==> src/hdl/hashed_lru_block_cache_directory_macros.svh <==
// Assertion macros used by the cache directory top level.
`ifndef HASHED_LRU_BLOCK_CACHE_DIRECTORY_MACROS_SVH
`define HASHED_LRU_BLOCK_CACHE_DIRECTORY_MACROS_SVH
`ifndef NO_ASSERTIONS
// Implication checked on every clock edge outside reset.
`define HLC_ASSERT_IMP(label, clk, rst_n, ante, cons) \
  label: assert property (@(posedge clk) disable iff (!rst_n) (ante) |-> (cons)) \
    else $error("assertion failed");
// Implication whose consequence is checked in the next cycle.
`define HLC_ASSERT_NXT(label, clk, rst_n, ante, cons) \
  label: assert property (@(posedge clk) disable iff (!rst_n) (ante) |=> (cons)) \
    else $error("assertion failed");
`else
`define HLC_ASSERT_IMP(label, clk, rst_n, ante, cons)
`define HLC_ASSERT_NXT(label, clk, rst_n, ante, cons)
`endif
`endif

==> src/hdl/hlcd_pkg.sv <==
// Package with the types, constants and functions of the cache directory.
package hlcd_pkg;

  localparam int unsigned BufferCount = 32;
  localparam int unsigned BucketCount = 13;
  localparam int unsigned NodeCount   = BufferCount + BucketCount;
  localparam int unsigned NodeW       = $clog2(NodeCount);
  localparam int unsigned BufW        = 5;
  localparam int unsigned BktW        = $clog2(BucketCount);
  localparam int unsigned StepW       = $clog2(BufferCount + 1);

  localparam logic [1:0] CmdGet     = 2'd0;
  localparam logic [1:0] CmdRelease = 2'd1;
  localparam logic [1:0] CmdPin     = 2'd2;
  localparam logic [1:0] CmdUnpin   = 2'd3;

  localparam logic [1:0] StatOk      = 2'd0;
  localparam logic [1:0] StatNoFree  = 2'd1;
  localparam logic [1:0] StatCount   = 2'd2;

  localparam logic [7:0] CountMax = 8'd255;

  typedef struct packed {
    logic [1:0]  cmd;
    logic [7:0]  dev;
    logic [31:0] block_number;
    logic [4:0]  buffer_index;
  } req_t;

  typedef struct packed {
    logic [4:0] granted_buffer;
    logic       was_hit;
    logic       needs_fill;
    logic [1:0] status;
  } rsp_t;

  // Head node of a bucket.
  function automatic logic [NodeW-1:0] head_of(input logic [BktW-1:0] b);
    head_of = NodeW'(BufferCount) + NodeW'(b);
  endfunction

  // Reset link of a node: forward or backward neighbor of the initial lists.
  // Buffers are appended at the head side in increasing index, so the head's
  // forward neighbor is the largest index of that bucket.
  function automatic logic [NodeW-1:0] reset_link(input int unsigned n, input bit fwd);
    int unsigned b, last, r;
    if (n >= BufferCount) begin
      b = n - BufferCount;
      last = NodeCount;
      for (int unsigned i = 0; i < BufferCount; i++) begin
        if (i % BucketCount == b) last = i;
      end
      if (last == NodeCount) begin
        r = n;
      end else if (fwd) begin
        r = last;
      end else begin
        r = b;
      end
    end else begin
      b = n % BucketCount;
      if (fwd) begin
        r = (n >= BucketCount) ? n - BucketCount : BufferCount + b;
      end else begin
        r = (n + BucketCount < BufferCount) ? n + BucketCount : BufferCount + b;
      end
    end
    reset_link = NodeW'(r);
  endfunction

endpackage

==> src/hdl/hlcd_mod13.sv <==
// Folding reduction of the 33-bit hash sum modulo the bucket count.
module hlcd_mod13 (
  input  logic                      clk_i,
  input  logic                      rst_ni,
  input  logic                      start_i,
  input  logic [32:0]               sum_i,
  output logic                      done_o,
  output logic [hlcd_pkg::BktW-1:0] bucket_o
);
  logic [32:0] sum_q, sum_d;
  logic [13:0] fold_q, fold_d;
  logic [1:0]  cnt_q, cnt_d;
  logic        busy_q, busy_d;
  logic [27:0] prod;
  logic [11:0] quot;
  logic [11:0] rem;

  // 4096 is 1 modulo 13, so adding 12-bit chunks keeps the remainder.
  // Folding the chunks and then the carries back in brings the sum below 4096.
  always_comb begin
    sum_d  = sum_q;
    fold_d = fold_q;
    cnt_d  = cnt_q;
    busy_d = busy_q;
    if (start_i) begin
      sum_d  = sum_i;
      cnt_d  = 2'd0;
      busy_d = 1'b1;
    end else if (busy_q) begin
      case (cnt_q)
        2'd0: fold_d = 14'(sum_q[11:0]) + 14'(sum_q[23:12]) + 14'(sum_q[32:24]);
        2'd1: fold_d = 14'(fold_q[11:0]) + 14'(fold_q[13:12]);
        2'd2: fold_d = 14'(fold_q[11:0]) + 14'(fold_q[12]);
        default: busy_d = 1'b0;
      endcase
      cnt_d = cnt_q + 2'd1;
    end
  end

  always_ff @(posedge clk_i or negedge rst_ni) begin
    if (!rst_ni) begin
      busy_q <= 1'b0;
      cnt_q  <= '0;
    end else begin
      busy_q <= busy_d;
      cnt_q  <= cnt_d;
    end
  end

  always_ff @(posedge clk_i) begin
    sum_q  <= sum_d;
    fold_q <= fold_d;
  end

  // Final remainder of a 12-bit value by a reciprocal multiply, exact below 4096.
  assign prod = 28'(fold_q[11:0]) * 28'(5042);
  assign quot = prod[27:16];
  assign rem  = fold_q[11:0] - quot * 12'd13;

  assign done_o   = busy_q && cnt_q == 2'd3 && !start_i;
  assign bucket_o = rem[hlcd_pkg::BktW-1:0];
endmodule
==> config.mk <==
export PLATFORM = sky130hd
export DESIGN_NAME = hlcd_mod13
export DESIGN_NICKNAME = d
export VERILOG_FILES = /design/src/hdl/hashed_lru_block_cache_directory_macros.svh /design/src/hdl/hlcd_pkg.sv /design/src/hdl/hlcd_mod13.sv
export SDC_FILE = /design/constraint.sdc
export NUM_CORES = 1
export LEC_CHECK = 0
export BUFFER_PORTS_ARGS = -buffer_cell sky130_fd_sc_hd__buf_2
export CAP_MARGIN = 20
export CORE_MARGIN = 2
export CORE_UTILIZATION = 54
export CTS_BUF_LIST = sky130_fd_sc_hd__clkbuf_4 sky130_fd_sc_hd__clkbuf_8
export DETAILED_ROUTE_END_ITERATION = 8
export PLACE_DENSITY = 0.81
export SLEW_MARGIN = 20
export SYNTH_ARGS = -nofsm -noshare
export SYNTH_HDL_FRONTEND = slang
export SYNTH_SLANG_ARGS = --single-unit
==> constraint.sdc <==
create_clock -name clk_i -period 10.15 [get_ports clk_i]
set_clock_uncertainty 0.2 [all_clocks]
set_input_delay 2.03 -clock clk_i [delete_from_list [all_inputs] [get_ports clk_i]]
set_output_delay 2.03 -clock clk_i [all_outputs]
set_load 0.02 [all_outputs]
==> impl_metrics.env <==
export IMPL_hp_class="reg -> reg"
export IMPL_cts_hold_buffers=0
export IMPL_worst_pin_slew_ps=1070
export IMPL_slew_headroom=0.285
export IMPL_end_kind="output port"
export IMPL_die_y_um=98.5
export IMPL_worstSkewPairLatency_ps=300
export IMPL_clockBufferDepth=2
export IMPL_htreeDepth=2
export IMPL_drt_total_wl_um=7890
export IMPL_synth_seq_cells=50
export IMPL_syn_to_final_growth_pct=8.62
export IMPL_wl_per_cell_um=13.9
export IMPL_viasPerCell=5.20
export IMPL_synth_cell_types=40
export IMPL_synthFlopType="edfxtp_1"
export IMPL_antennaDiodeCount=0
export IMPL_timing_max_cap_violations=0
export IMPL_clock_fmax_mhz=106
export IMPL_grt_pass1_vias=3267
export IMPL_setup_viol=0
export IMPL_slew_violations=0
export IMPL_min_period_ps=9430
export IMPL_synth_cells=413
export IMPL_cts_resized=0
export IMPL_pre_cts_ws_ps=1050
export IMPL_arrival_ps=7200
export IMPL_grt_pass1_wl_um=14400
export IMPL_critPathRequiredTime_ps=7920
export IMPL_crit_path_frequent_cell="fa_1"
export IMPL_rr_worst_depth=12
export IMPL_die_area_um2=9700
export IMPL_grt_max_degree=39
export IMPL_reg2reg_setup_slack_ps=6720
export IMPL_critPathBufInv=6
export IMPL_cts_sinks=50
export IMPL_fin_nets=627
export IMPL_cpPeakStageDelay_ps=590
export IMPL_hold_depth=2
export IMPL_syn_cell_area_um2=4820
export IMPL_async_flop_share=0.0600
export IMPL_crit_family="adder cells"
export IMPL_path_class="reg -> out"
export IMPL_slowest_stage="edfxtp_1"
export IMPL_start_util=0.555
export IMPL_hold_viol_final=0
export IMPL_synth_edf_count=47
export IMPL_r2r_end="fold_q[11]"
export IMPL_ioPinCount=41
export IMPL_cts_tree="built"
export IMPL_post_synth_top_area_cell="edfxtp_1"
export IMPL_gp_congestion=0.845
export IMPL_final_setup_tns_ps=0
export IMPL_finalWorstSetupSlack_ps=719
export IMPL_core_area_um2=8680
export IMPL_drc=0
export IMPL_yosys_top_cells_area="edfxtp_1 29%, fa_1 22%, ha_1 21%, inv_1 6.3%, xnor2_1 4.4%"
export IMPL_dp_hpwl_um=6720
export IMPL_drtAntennaViolNets=0
export IMPL_yosysTopAreaCellShare=0.293
export IMPL_path_clk_slew_ps=90
export IMPL_synth_warnings=0
export IMPL_syn_nets=582
export IMPL_io_buffers=40
export IMPL_first_iter_violations=102
export IMPL_cts_setup_buffers=0
export IMPL_syn_area_per_cell_um2=11.7
export IMPL_drive_gt1_frac=0.120
export IMPL_status="finished, final reports clean"
export IMPL_grt_antenna_before_repair=0
export IMPL_cts_buffers=5
export IMPL_hp_start="cnt_q[1]"
export IMPL_yosysSeqAreaShare=0.308
export IMPL_finalCritPeriodShare=0.929
export IMPL_track_usage=0.183
export IMPL_via_count=2942
export IMPL_synth_most_common_cell="inv_1"
export IMPL_rsz0062_at_grt="no"
export IMPL_gr_total_overflow=0
export IMPL_root_buffer="clkbuf_8"
export IMPL_drt_pass1_iter_count=6
export IMPL_min_to="cnt_q[1]"
export IMPL_rows=34
export IMPL_critPathLaunchType="register"
export IMPL_reg2reg_from="sum_q[1]"
export IMPL_ys_top_cells_by_count="81 x inv_1, 80 x ha_1, 53 x fa_1"
export IMPL_die_w_um=98.5
export IMPL_critPathMaxFanout=9
-- cell type report --
type,instances,area [µm²]
clock buffers,5,68.8
repair buffers,40,200
clock inverters,2,13.8
flip-flops and latches,50,1490
multi-input cells,279,3020
inverters,82,308
fillers,718,3440
well taps,108,135
-- registers in the layout, indices dropped and copies added (netlist names) --
register  cells
sum_q        33
busy_q        1
cnt_q         2
fold_q       14
-- cell usage in the layout (no fill, tap or decap), drive strengths merged, types with 3 or more instances in the layout --
cell type | netlist | final
a21oi | 12 | 12
clkbuf | 2 | 5
nor3b | 3 | 3
nand2b | 6 | 6
ha | 80 | 80
inv | 81 | 82
nand3 | 4 | 4
dfrtp | 3 | 3
o21ai | 22 | 22
xnor2 | 24 | 24
fa | 53 | 53
edfxtp | 47 | 47
mux2i | 3 | 3
nand2 | 15 | 15
xor2 | 11 | 11
nor2 | 12 | 12
buf | 0 | 40
a211oi | 4 | 4
-- worst max path at each step --
stage,start,end,depth (start not counted)
after floorplan,fold_q[3],bucket_o[3],26
after global placement,fold_q[3],bucket_o[3],27
after detailed placement,fold_q[3],bucket_o[3],27
after CTS,fold_q[3],bucket_o[3],27
after global routing,fold_q[2],bucket_o[3],28
final,fold_q[3],bucket_o[3],27
-- routing by layer --
metal / global-route usage / share of wire / up-vias
met3: 0.0177 / 0.020 / 7
met4: 0.0306 / 0.010 / 0
met5: 0 / 0 / -
met1: 0.225 / 0.42 / 1429
met2: 0.352 / 0.55 / 39
li1: - / - / 1467
-- stage by stage --
stage / cell area, µm² / hold WS [ps] / instances / util
5_1_grt: 5240 / 406 / 566 / 0.603
6_report: 5240 / 372 / 566 / 0.603
4_1_cts: 5240 / 372 / 566 / 0.603
3_3_place_gp: 5150 / 343 / 559 / 0.594
2_1_floorplan: 4820 / 317 / 413 / -
3_5_place_dp: 5150 / 353 / 559 / 0.594
-- worst min-delay path, delay by kind of cell, from the launching register on --
family	cells	cell delay [ps]
flip-flops	1	380
multiplexers	1	80
AND/OR/NAND/NOR	1	80
-- logic make-up after synthesis --
logic type / share of synthesized area
and+or+nand+nor: 0.0522
adders and majority gates: 0.428
AOI/OAI and AO/OA: 0.0740
xor gates and xnor gates: 0.0636
muxes: 0.00857
DFF: 0.308
buffers and inverters: 0.0654
Power is not shown: default switching activity piles up to over one toggle a cycle in this logic, so the estimate is an artifact.
